$ cat config.mk
export PLATFORM = sky130hd
export DESIGN_NAME = lottery_scheduler_core
export DESIGN_NICKNAME = d
export VERILOG_FILES = /design/src/sv/lsch_pkg.sv /design/src/sv/lottery_scheduler_core.sv /design/src/sv/lsch_table.sv /design/src/sv/lsch_mod_unit.sv
export SDC_FILE = /design/constraint.sdc
export NUM_CORES = 1
export LEC_CHECK = 0
export BUFFER_PORTS_ARGS = -buffer_cell sky130_fd_sc_hd__buf_2
export CAP_MARGIN = 15
export CORE_MARGIN = 2
export CORE_UTILIZATION = 40
export DETAILED_ROUTE_END_ITERATION = 8
export GPL_TIMING_DRIVEN = 0
export PLACE_DENSITY_LB_ADDON = 0.1
export SYNTH_ARGS = -nofsm -noshare
export SYNTH_HDL_FRONTEND = slang
export SYNTH_SLANG_ARGS = --single-unit
$ cat constraint.sdc
create_clock -name clk -period 10.35 [get_ports clk]
set_clock_uncertainty 0.05 [all_clocks]
set_input_delay 1.5525 -clock clk [delete_from_list [all_inputs] [get_ports clk]]
set_output_delay 1.5525 -clock clk [all_outputs]
set_load 0.02 [all_outputs]
$ cat src/sv/lsch_pkg.sv
// Package for the lottery scheduler: operation codes and fixed field widths.
// No dependencies; used by lsch_mod_unit and lottery_scheduler_core.
`default_nettype none

package lsch_pkg;

    // Fixed widths of the word fields
    localparam int SLOT_W  = 4;
    localparam int VALUE_W = 16;
    localparam int RAND_W  = 16;

    typedef enum logic [1:0] {
        MODE_SET    = 2'd0,
        MODE_STATUS = 2'd1,
        MODE_DRAW   = 2'd2,
        MODE_XFER   = 2'd3
    } mode_t;

endpackage

`default_nettype wire

$ cat src/sv/lottery_scheduler_core.sv
// Lottery scheduler core: sequencer around the slot table RAM and the remainder unit.
// Depends on lsch_pkg, lsch_table and lsch_mod_unit.
//
// Usage
//   Input channel (in_valid / in_stall) carries one command word: mode, slot,
//   dest_slot, ticket_value, is_ready, random_word. Output channel
//   (out_valid / out_stall) returns exactly one result word per command.
//   Commands run one at a time; in_stall is high while a command is in work.
// Steps per command, from accept to result
//   set tickets / status change : read, write back, result
//   transfer                    : read src, write src, read dst, write dst,
//                                 result
//   draw                        : two walks over the table RAM (one read
//                                 port, one entry a cycle) around a 16-step
//                                 remainder.
//   Slot numbers outside the table skip the table access and go straight to the result.
// Reset clears the sequencer and the table valid flags at once, so all
// slots read as zero tickets, not ready; no clearing sweep is needed.
// A stalled result holds in the output register; the core takes the next
// command meanwhile and only waits when it has a second result to deliver.
`default_nettype none

module lottery_scheduler_core #(
    parameter int SLOT_COUNT  = 16,
    parameter int TICKET_BITS = 16
) (
    input  wire logic                         clk,
    input  wire logic                         rst_n,
    input  wire logic                         in_valid,
    output logic                              in_stall,
    input  wire logic [1:0]                   mode,
    input  wire logic [lsch_pkg::SLOT_W-1:0]  slot,
    input  wire logic [lsch_pkg::SLOT_W-1:0]  dest_slot,
    input  wire logic [lsch_pkg::VALUE_W-1:0] ticket_value,
    input  wire logic                         is_ready,
    input  wire logic [lsch_pkg::RAND_W-1:0]  random_word,
    output logic                              out_valid,
    input  wire logic                         out_stall,
    output logic [lsch_pkg::SLOT_W-1:0]       winner_slot,
    output logic                              winner_valid,
    output logic [lsch_pkg::RAND_W-1:0]       lucky_ticket,
    output logic [lsch_pkg::VALUE_W-1:0]      moved_tickets
);

    localparam int AW    = $clog2(SLOT_COUNT);
    localparam int SUM_W = TICKET_BITS + AW;
    localparam int CW    = (SUM_W > lsch_pkg::RAND_W) ? SUM_W : lsch_pkg::RAND_W;
    localparam int VW    = (TICKET_BITS > lsch_pkg::VALUE_W) ? TICKET_BITS : lsch_pkg::VALUE_W;
    localparam logic [VW-1:0]  TMAX_EXT = VW'({TICKET_BITS{1'b1}});
    localparam logic [AW:0]    SLOTS    = (AW + 1)'(SLOT_COUNT);
    localparam logic [8:0]     SLOTS9   = 9'(SLOT_COUNT);

    typedef enum logic [3:0] {
        ST_IDLE,
        ST_UPD,
        ST_XF_SRC,
        ST_XF_DRD,
        ST_XF_DST,
        ST_SUM,
        ST_DIV,
        ST_WALK,
        ST_DONE
    } state_t;

    state_t                  state_reg,   state_next;
    lsch_pkg::mode_t         mode_reg,    mode_next;
    logic [AW-1:0]           src_reg,     src_next;
    logic [AW-1:0]           dst_reg,     dst_next;
    logic [lsch_pkg::VALUE_W-1:0] value_reg, value_next;
    logic                    rdy_reg,     rdy_next;
    logic [lsch_pkg::RAND_W-1:0]  rnd_reg,   rnd_next;
    logic [TICKET_BITS-1:0]  moved_reg,   moved_next;
    logic [CW-1:0]           total_reg,   total_next;
    logic [CW-1:0]           low_reg,     low_next;
    logic [lsch_pkg::RAND_W-1:0]  drawn_reg, drawn_next;
    logic [AW:0]             issue_reg,   issue_next;
    logic                    pend_reg,    pend_next;
    logic [AW-1:0]           pend_idx_reg, pend_idx_next;
    logic [AW-1:0]           win_idx_reg, win_idx_next;
    logic                    found_reg,   found_next;
    logic                    out_vld_reg, out_vld_next;
    logic [lsch_pkg::SLOT_W-1:0]  o_slot_reg,  o_slot_next;
    logic                    o_win_reg,   o_win_next;
    logic [lsch_pkg::RAND_W-1:0]  o_drawn_reg, o_drawn_next;
    logic [lsch_pkg::VALUE_W-1:0] o_moved_reg, o_moved_next;

    // table port
    logic                    rd_en;
    logic [AW-1:0]           rd_addr;
    logic                    rd_ready;
    logic [TICKET_BITS-1:0]  rd_count;
    logic                    wr_en;
    logic [AW-1:0]           wr_addr;
    logic                    wr_ready;
    logic [TICKET_BITS-1:0]  wr_count;

    // remainder unit
    logic                    div_start;
    logic                    div_done;
    logic [lsch_pkg::RAND_W-1:0] div_rem;

    // datapath helpers
    logic                    accept;
    logic [8:0]              slot9;
    logic [8:0]              dest9;
    logic [8:0]              idx9;
    logic [VW-1:0]           val_ext;
    logic [VW-1:0]           have_ext;
    logic [VW-1:0]           moved_ext;
    logic [TICKET_BITS-1:0]  set_count;
    logic [TICKET_BITS-1:0]  take;
    logic [TICKET_BITS:0]    dst_sum;
    logic [CW-1:0]           hi_bound;
    logic                    issue_more;

    lsch_table #(
        .SLOT_COUNT  (SLOT_COUNT),
        .TICKET_BITS (TICKET_BITS)
    ) u_table (
        .clk      (clk),
        .rst_n    (rst_n),
        .rd_en    (rd_en),
        .rd_addr  (rd_addr),
        .rd_ready (rd_ready),
        .rd_count (rd_count),
        .wr_en    (wr_en),
        .wr_addr  (wr_addr),
        .wr_ready (wr_ready),
        .wr_count (wr_count)
    );

    lsch_mod_unit #(
        .DIVISOR_W (CW)
    ) u_mod (
        .clk       (clk),
        .rst_n     (rst_n),
        .start     (div_start),
        .dividend  (rnd_reg),
        .divisor   (total_reg),
        .done      (div_done),
        .remainder (div_rem)
    );

    assign accept = in_valid && (state_reg == ST_IDLE);
    assign slot9  = 9'(slot);
    assign dest9  = 9'(dest_slot);

    always_comb
    begin
        // saturate a set value to the count width
        val_ext   = VW'(value_reg);
        set_count = (val_ext > TMAX_EXT) ? {TICKET_BITS{1'b1}} : val_ext[TICKET_BITS-1:0];
        // transfer amount clamped to the source count
        have_ext  = VW'(rd_count);
        take      = (have_ext < val_ext) ? rd_count : val_ext[TICKET_BITS-1:0];
        dst_sum   = {1'b0, rd_count} + {1'b0, moved_reg};
        hi_bound  = low_reg + CW'(rd_count);
        issue_more = issue_reg < SLOTS;
        moved_ext = VW'(moved_reg);
        idx9      = 9'(win_idx_reg);
    end

    always_comb
    begin
        state_next    = state_reg;
        mode_next     = mode_reg;
        src_next      = src_reg;
        dst_next      = dst_reg;
        value_next    = value_reg;
        rdy_next      = rdy_reg;
        rnd_next      = rnd_reg;
        moved_next    = moved_reg;
        total_next    = total_reg;
        low_next      = low_reg;
        drawn_next    = drawn_reg;
        issue_next    = issue_reg;
        pend_next     = pend_reg;
        pend_idx_next = pend_idx_reg;
        win_idx_next  = win_idx_reg;
        found_next    = found_reg;
        out_vld_next  = out_vld_reg && out_stall;
        o_slot_next   = o_slot_reg;
        o_win_next    = o_win_reg;
        o_drawn_next  = o_drawn_reg;
        o_moved_next  = o_moved_reg;

        rd_en     = 1'b0;
        rd_addr   = src_reg;
        wr_en     = 1'b0;
        wr_addr   = src_reg;
        wr_ready  = rd_ready;
        wr_count  = rd_count;
        div_start = 1'b0;

        unique case (state_reg)
            ST_IDLE:
            begin
                if (accept)
                begin
                    mode_next    = lsch_pkg::mode_t'(mode);
                    src_next     = slot9[AW-1:0];
                    dst_next     = dest9[AW-1:0];
                    value_next   = ticket_value;
                    rdy_next     = is_ready;
                    rnd_next     = random_word;
                    moved_next   = '0;
                    total_next   = '0;
                    low_next     = '0;
                    drawn_next   = '0;
                    issue_next   = '0;
                    pend_next    = 1'b0;
                    win_idx_next = '0;
                    found_next   = 1'b0;
                    rd_addr      = slot9[AW-1:0];
                    unique case (lsch_pkg::mode_t'(mode))
                        lsch_pkg::MODE_SET, lsch_pkg::MODE_STATUS:
                        begin
                            rd_en      = slot9 < SLOTS9;
                            state_next = (slot9 < SLOTS9) ? ST_UPD : ST_DONE;
                        end
                        lsch_pkg::MODE_XFER:
                        begin
                            rd_en      = (slot9 < SLOTS9) && (dest9 < SLOTS9);
                            state_next = ((slot9 < SLOTS9) && (dest9 < SLOTS9)) ?
                                         ST_XF_SRC : ST_DONE;
                        end
                        lsch_pkg::MODE_DRAW:
                        begin
                            state_next = ST_SUM;
                        end
                        default:
                        begin
                            state_next = ST_DONE;
                        end
                    endcase
                end
            end

            // set tickets / status change: write back the modified entry
            ST_UPD:
            begin
                wr_en   = 1'b1;
                wr_addr = src_reg;
                if (mode_reg == lsch_pkg::MODE_SET)
                begin
                    wr_count = set_count;
                end
                else
                begin
                    wr_ready = rdy_reg;
                end
                state_next = ST_DONE;
            end

            ST_XF_SRC:
            begin
                wr_en      = 1'b1;
                wr_addr    = src_reg;
                wr_count   = rd_count - take;
                moved_next = take;
                state_next = ST_XF_DRD;
            end

            // destination read after the source write, so src == dst sees the update
            ST_XF_DRD:
            begin
                rd_en      = 1'b1;
                rd_addr    = dst_reg;
                state_next = ST_XF_DST;
            end

            ST_XF_DST:
            begin
                wr_en      = 1'b1;
                wr_addr    = dst_reg;
                wr_count   = dst_sum[TICKET_BITS] ? {TICKET_BITS{1'b1}} :
                             dst_sum[TICKET_BITS-1:0];
                state_next = ST_DONE;
            end

            // first walk: total of ready tickets
            ST_SUM:
            begin
                rd_en         = issue_more;
                rd_addr       = issue_reg[AW-1:0];
                issue_next    = issue_more ? issue_reg + 1'b1 : issue_reg;
                pend_next     = issue_more;
                pend_idx_next = issue_reg[AW-1:0];
                if (pend_reg && rd_ready)
                begin
                    total_next = total_reg + CW'(rd_count);
                end
                if (!issue_more && !pend_reg)
                begin
                    if (total_reg == '0)
                    begin
                        state_next = ST_DONE;
                    end
                    else
                    begin
                        div_start  = 1'b1;
                        state_next = ST_DIV;
                    end
                end
            end

            ST_DIV:
            begin
                if (div_done)
                begin
                    drawn_next = div_rem;
                    issue_next = '0;
                    pend_next  = 1'b0;
                    low_next   = '0;
                    state_next = ST_WALK;
                end
            end

            // second walk: first ready slot whose range [low, low+count) holds the draw
            ST_WALK:
            begin
                rd_en         = issue_more;
                rd_addr       = issue_reg[AW-1:0];
                issue_next    = issue_more ? issue_reg + 1'b1 : issue_reg;
                pend_next     = issue_more;
                pend_idx_next = issue_reg[AW-1:0];
                if (pend_reg && rd_ready)
                begin
                    if (CW'(drawn_reg) < hi_bound)
                    begin
                        found_next   = 1'b1;
                        win_idx_next = pend_idx_reg;
                        state_next   = ST_DONE;
                    end
                    else
                    begin
                        low_next = hi_bound;
                    end
                end
                if (!issue_more && !pend_reg)
                begin
                    state_next = ST_DONE;
                end
            end

            ST_DONE:
            begin
                if (!out_vld_reg || !out_stall)
                begin
                    out_vld_next = 1'b1;
                    o_slot_next  = found_reg ? idx9[lsch_pkg::SLOT_W-1:0] : '0;
                    o_win_next   = found_reg;
                    o_drawn_next = drawn_reg;
                    o_moved_next = moved_ext[lsch_pkg::VALUE_W-1:0];
                    state_next   = ST_IDLE;
                end
            end

            default:
            begin
                state_next = ST_IDLE;
            end
        endcase
    end

    always_ff @(posedge clk or negedge rst_n)
    begin
        if (!rst_n)
        begin
            state_reg    <= ST_IDLE;
            mode_reg     <= lsch_pkg::MODE_SET;
            src_reg      <= '0;
            dst_reg      <= '0;
            value_reg    <= '0;
            rdy_reg      <= 1'b0;
            rnd_reg      <= '0;
            moved_reg    <= '0;
            total_reg    <= '0;
            low_reg      <= '0;
            drawn_reg    <= '0;
            issue_reg    <= '0;
            pend_reg     <= 1'b0;
            pend_idx_reg <= '0;
            win_idx_reg  <= '0;
            found_reg    <= 1'b0;
            out_vld_reg  <= 1'b0;
            o_slot_reg   <= '0;
            o_win_reg    <= 1'b0;
            o_drawn_reg  <= '0;
            o_moved_reg  <= '0;
        end
        else
        begin
            state_reg    <= state_next;
            mode_reg     <= mode_next;
            src_reg      <= src_next;
            dst_reg      <= dst_next;
            value_reg    <= value_next;
            rdy_reg      <= rdy_next;
            rnd_reg      <= rnd_next;
            moved_reg    <= moved_next;
            total_reg    <= total_next;
            low_reg      <= low_next;
            drawn_reg    <= drawn_next;
            issue_reg    <= issue_next;
            pend_reg     <= pend_next;
            pend_idx_reg <= pend_idx_next;
            win_idx_reg  <= win_idx_next;
            found_reg    <= found_next;
            out_vld_reg  <= out_vld_next;
            o_slot_reg   <= o_slot_next;
            o_win_reg    <= o_win_next;
            o_drawn_reg  <= o_drawn_next;
            o_moved_reg  <= o_moved_next;
        end
    end

    assign in_stall      = (state_reg != ST_IDLE);
    assign out_valid     = out_vld_reg;
    assign winner_slot   = o_slot_reg;
    assign winner_valid  = o_win_reg;
    assign lucky_ticket  = o_drawn_reg;
    assign moved_tickets = o_moved_reg;

endmodule

`default_nettype wire

$ cat src/sv/lsch_table.sv
// Slot table: one synchronous RAM of {ready, ticket count} with per-entry valid flags.
// An entry never written reads as zero. No package dependencies.
`default_nettype none

module lsch_table #(
    parameter int SLOT_COUNT  = 16,
    parameter int TICKET_BITS = 16
) (
    input  wire logic                          clk,
    input  wire logic                          rst_n,
    input  wire logic                          rd_en,
    input  wire logic [$clog2(SLOT_COUNT)-1:0] rd_addr,
    output logic                               rd_ready,
    output logic [TICKET_BITS-1:0]             rd_count,
    input  wire logic                          wr_en,
    input  wire logic [$clog2(SLOT_COUNT)-1:0] wr_addr,
    input  wire logic                          wr_ready,
    input  wire logic [TICKET_BITS-1:0]        wr_count
);

    logic [TICKET_BITS:0]   ram [SLOT_COUNT];
    logic [TICKET_BITS:0]   rd_data_reg;
    logic                   rd_vld_reg;
    logic [SLOT_COUNT-1:0]  vld_reg;

    // RAM body: no reset
    always_ff @(posedge clk)
    begin
        if (wr_en)
        begin
            ram[wr_addr] <= {wr_ready, wr_count};
        end
        if (rd_en)
        begin
            rd_data_reg <= ram[rd_addr];
        end
    end

    // Valid flags stand in for clearing the RAM at reset
    always_ff @(posedge clk or negedge rst_n)
    begin
        if (!rst_n)
        begin
            vld_reg    <= '0;
            rd_vld_reg <= 1'b0;
        end
        else
        begin
            if (wr_en)
            begin
                vld_reg[wr_addr] <= 1'b1;
            end
            if (rd_en)
            begin
                rd_vld_reg <= vld_reg[rd_addr];
            end
        end
    end

    assign rd_ready = rd_vld_reg & rd_data_reg[TICKET_BITS];
    assign rd_count = rd_vld_reg ? rd_data_reg[TICKET_BITS-1:0] : '0;

endmodule

`default_nettype wire

$ cat src/sv/lsch_mod_unit.sv
// Iterative remainder unit: random word mod ticket total, one dividend bit a cycle.
// Depends on lsch_pkg for the random word width.
`default_nettype none

module lsch_mod_unit #(
    parameter int DIVISOR_W = 21
) (
    input  wire logic                        clk,
    input  wire logic                        rst_n,
    input  wire logic                        start,
    input  wire logic [lsch_pkg::RAND_W-1:0] dividend,
    input  wire logic [DIVISOR_W-1:0]        divisor,
    output logic                             done,
    output logic [lsch_pkg::RAND_W-1:0]      remainder
);

    localparam int RW = lsch_pkg::RAND_W;
    localparam int TW = (DIVISOR_W > RW + 1) ? DIVISOR_W : RW + 1;
    localparam int CNT_W = $clog2(RW);

    logic              busy_reg,  busy_next;
    logic              done_reg,  done_next;
    logic [CNT_W-1:0]  step_reg,  step_next;
    logic [RW-1:0]     rem_reg,   rem_next;
    logic [RW-1:0]     dvd_reg,   dvd_next;

    logic [TW-1:0]     trial;
    logic [TW-1:0]     div_ext;
    logic [TW-1:0]     diff;

    always_comb
    begin
        trial   = TW'({rem_reg, dvd_reg[RW-1]});
        div_ext = TW'(divisor);
        diff    = trial - div_ext;

        busy_next = busy_reg;
        done_next = 1'b0;
        step_next = step_reg;
        rem_next  = rem_reg;
        dvd_next  = dvd_reg;

        if (start)
        begin
            busy_next = 1'b1;
            step_next = CNT_W'(RW - 1);
            rem_next  = '0;
            dvd_next  = dividend;
        end
        else if (busy_reg)
        begin
            // partial remainder never exceeds the dividend, so RW bits hold it
            rem_next = (trial >= div_ext) ? diff[RW-1:0] : trial[RW-1:0];
            dvd_next = {dvd_reg[RW-2:0], 1'b0};
            step_next = step_reg - 1'b1;
            if (step_reg == '0)
            begin
                busy_next = 1'b0;
                done_next = 1'b1;
            end
        end
    end

    always_ff @(posedge clk or negedge rst_n)
    begin
        if (!rst_n)
        begin
            busy_reg <= 1'b0;
            done_reg <= 1'b0;
            step_reg <= '0;
            rem_reg  <= '0;
            dvd_reg  <= '0;
        end
        else
        begin
            busy_reg <= busy_next;
            done_reg <= done_next;
            step_reg <= step_next;
            rem_reg  <= rem_next;
            dvd_reg  <= dvd_next;
        end
    end

    assign done      = done_reg;
    assign remainder = rem_reg;

endmodule

`default_nettype wire
==> results.sh <==
export IMPL_synth_warnings=0
export IMPL_worstSkewPairLatency_ns=0.67
export IMPL_final_core_util_pct=46.4
export IMPL_cp_slowest_stage_delay_ns=0.69
export IMPL_p_total_mw=4.34
export IMPL_largest_reg_flops=272
export IMPL_vias_per_cell=5.63
export IMPL_leakage_nw=12.0
export IMPL_path_depth=23
export IMPL_maxSlewViolCount=0
export IMPL_area_growth_synth_to_final_pct=15.3
export IMPL_synth_area_leaders="edfxtp_1, dfrtp_1, nand2_1"
export IMPL_first_global_vias=20300
export IMPL_cts_tree="built"
export IMPL_rsz0062_at_grt="no"
export IMPL_initial_core_util_pct=40.2
export IMPL_h_tree_depth=2
export IMPL_synth_top_area_share_pct=32.9
export IMPL_n_antenna_cell=0
export IMPL_max_freq_mhz=115
export IMPL_end_kind="flop"
export IMPL_finalHoldViolCount=0
export IMPL_core_area_um2=65500
export IMPL_synth_cell_types=95
export IMPL_critPathArrivalTime_ns=9.14
export IMPL_drt_antenna_violating_nets=0
export IMPL_clkTransAtPathRegs_ns=0.06
export IMPL_fp_dieW_um=261
export IMPL_period_share_pct=84.1
export IMPL_grt_overflow_total=0
export IMPL_cap_violations=0
export IMPL_antenna_found_initial=0
export IMPL_worst_path_max_delay_cell="and2_1"
export IMPL_cts_num_sinks=516
export IMPL_die_h_um=261
export IMPL_wl_met3_mm=3.13
export IMPL_cp_data_required_time_ns=10.78
export IMPL_syn_nets=2650
export IMPL_cp_max_fo=11
export IMPL_postCtsSetupRepairBufs=0
export IMPL_layout_nets=2825
export IMPL_hpwl_mm=60.9
export IMPL_path_buf_inv=7
export IMPL_grt_pass1_wl_mm=124
export IMPL_drc=0
export IMPL_hold_slack_ns=0.414
export IMPL_path_cells="buf_4 > clkbuf_1 > clkbuf_1 > clkbuf_1 > and2_1 > ha_1 > a21oi_1 > nand2_1 > a221oi_2 > nand2_1 > clkbuf_1 > buf_1 > a21oi_1 > ha_1 > nor2_1 > a311oi_1 > a221oi_1 > o31ai_2 > a2111o_1 > a31oi_1 > xor2_1 > o211ai_1 > buf_4"
export IMPL_grt_max_degree=102
export IMPL_vdd_drop_max_uv=143
export IMPL_io_buffers=85
export IMPL_yosys_area_top_type="edfxtp_1"
export IMPL_vias=20200
export IMPL_fillers=6092
export IMPL_worst_pin_slew_ns=1.33
export IMPL_setup_violations_final=0
export IMPL_syn_area_um2=26400
export IMPL_cts_buffers=58
export IMPL_holdBufCountCts=0
export IMPL_drive_gt1_share_pct=12.7
export IMPL_wirelength_mm=81.8
export IMPL_gp_congestion=0.919
export IMPL_worstSetupStartpointType="flop"
export IMPL_status="finished, final reports clean"
export IMPL_yosysSeqAreaShare_pct=54.5
export IMPL_clockBufferDepth=3
export IMPL_ys_ff_latch=516
export IMPL_drtIter0Drc=1375
export IMPL_top_layer_used="met4"
export IMPL_synth_edff_count=289
export IMPL_hold_depth=1
export IMPL_dieArea_um2=68000
export IMPL_powerDensity_nw_per_um2=143
export IMPL_crit_top_cell="clkbuf_1"
export IMPL_maxSlewHeadroom_pct=11.3
export IMPL_met2WireLength_mm=39.7
export IMPL_grt_usage_pct=24.1
export IMPL_cts_root_buf="clkbuf_16"
export IMPL_synth_async_sr_flop_share_pct=44.0
export IMPL_critPathKind="flop to flop"
export IMPL_synth_avg_cell_area_um2=10.5
export IMPL_design_area_um2=30400
export IMPL_ios=86
export IMPL_dr_pass1_iters=6
export IMPL_layout_min_cycle_time_ns=8.70
export IMPL_holdCritPathClass="flop to flop"
export IMPL_dpl_cell_area_um2=28400
export IMPL_ctsResizeCount=0
export IMPL_ys_flop_type="edfxtp_1"
export IMPL_wl_per_cell_um=22.8
export IMPL_drt_met1_wl_mm=34.8
export IMPL_row_count=94
export IMPL_cp_top_family="compound AO/OA/AOI/OAI gates"
export IMPL_netlist_instances=2509
export IMPL_worstRegToRegCells=23
==> layer usage <==
metal / vias to the layer above / track usage, %
met4: 0 / 12.0
met5: - / 0
met3: 150 / 2.61
met1: 9978 / 30.7
li1: 9579 / -
met2: 509 / 40.8
==> cell usage in the layout (no fill, tap or decap), types with 9 or more instances in the layout <==
master and n:
a211oi_1 100, a21o_1 24, a21oi_1 156, a22o_1 9
a22oi_1 10, a311oi_1 41, a31oi_1 55, and2_1 80
and3_1 16, buf_1 17, buf_2 106, buf_4 11
buf_8 16, clkbuf_1 111, clkbuf_16 58, clkbuf_8 11
clkinv_2 14, dfrtp_1 227, edfxtp_1 289, ha_1 92
inv_1 64, mux2_2 35, mux2i_1 34, nand2_1 402
nand2b_1 17, nand3_1 59, nand4_1 12, nor2_1 107
nor2_2 16, nor2b_1 13, nor3_1 27, o211ai_1 14
o21a_1 14, o21ai_0 161, o2bb2ai_1 13, o31ai_1 10
or2_2 20, xnor2_1 54, xor2_1 23
==> worst paths after layout <==
path	start	endpoint	slack, ns
min reg2reg	u_table.vld_reg[3]	u_table.vld_reg[3]	0.41
max in group asynchronous	rst_n	winner_valid	8.16
max reg2reg	u_table.rd_vld_reg	u_table.ram[3][13]	1.65
min in group asynchronous	rst_n	lucky_ticket[13]	0.78
min	u_table.vld_reg[3]	u_table.vld_reg[3]	0.41
max	u_table.rd_vld_reg	u_table.ram[3][13]	1.65
==> cell type report <==
class,instances,area [um2],share of cell area [%]
clock buffer,77,1630,5.37
timing repair buffer,115,868,2.86
buffer,151,641,2.11
multi-input combinational,1773,11200,36.8
clock inverter,26,368,1.21
sequential,516,14400,47.2
inverter,69,259,0.852
tap,864,1080,3.56
==> worst reg2reg max path, cell delays in order (launching register included) <==
cell and delay (ns):
dfrtp_1 0.47, buf_4 0.26, clkbuf_1 0.43, clkbuf_1 0.52, clkbuf_1 0.57, and2_1 0.69
ha_1 0.39, a21oi_1 0.15, nand2_1 0.08, a221oi_2 0.69, nand2_1 0.30, clkbuf_1 0.33
buf_1 0.34, a21oi_1 0.30, ha_1 0.34, nor2_1 0.19, a311oi_1 0.10, a221oi_1 0.49
o31ai_2 0.17, a2111o_1 0.48, a31oi_1 0.21, xor2_1 0.09, o211ai_1 0.60, buf_4 0.33
==> cells by family after synthesis <==
| logic type | Yosys count | synth area share [%] |
|---|---|---|
| buffers and inverters | 220 | 3.41 |
| flip-flops | 516 | 54.5 |
| multiplexers | 69 | 2.79 |
| AND/OR/NAND/NOR | 817 | 14.2 |
| adder cells (fa/ha/maj) | 97 | 4.64 |
| AO/OA/AOI/OAI | 713 | 17.9 |
| XOR/XNOR | 77 | 2.56 |
==> power by group <==
part                   switching (mW)  leakage (nW)  total, mW  internal (mW)
Sequential     0.00000000000000000677          4.85       2.16           2.16
Combinational                  0.0235          6.18     0.0325        0.00908
Clock                           0.867         0.993       2.15           1.28
==> Yosys cell counts (9+ instances only) <==
cell type,n
nand4_1,12
and3_1,16
ha_1,92
a211oi_1,100
nor2b_1,13
clkbuf_1,103
a22oi_1,10
and2_1,80
nor3_1,27
nor4_1,9
nor2_1,123
mux2i_1,34
nand2b_1,17
or2_2,20
nand2_1,402
o211ai_1,14
a31oi_1,57
a311oi_1,41
buf_2,22
a21oi_1,157
a21o_1,24
o21a_1,14
nand3_1,59
inv_1,64
mux2_2,35
o2bb2ai_1,13
xor2_1,23
o31ai_1,10
dfrtp_1,227
edfxtp_1,289
buf_1,17
a22o_1,9
o21ai_0,162
xnor2_1,54
==> per-stage QoR <==
step,setup TNS [ns],instances,setup slack [ns]
floorplan,0,2509,4.32
global placement,-15.37,3458,-0.965
detailed placement,0,3487,1.61
CTS,0,3590,1.62
global route,0,3591,1.10
finish,0,3591,1.65
(Power assumes the default switching activity.)
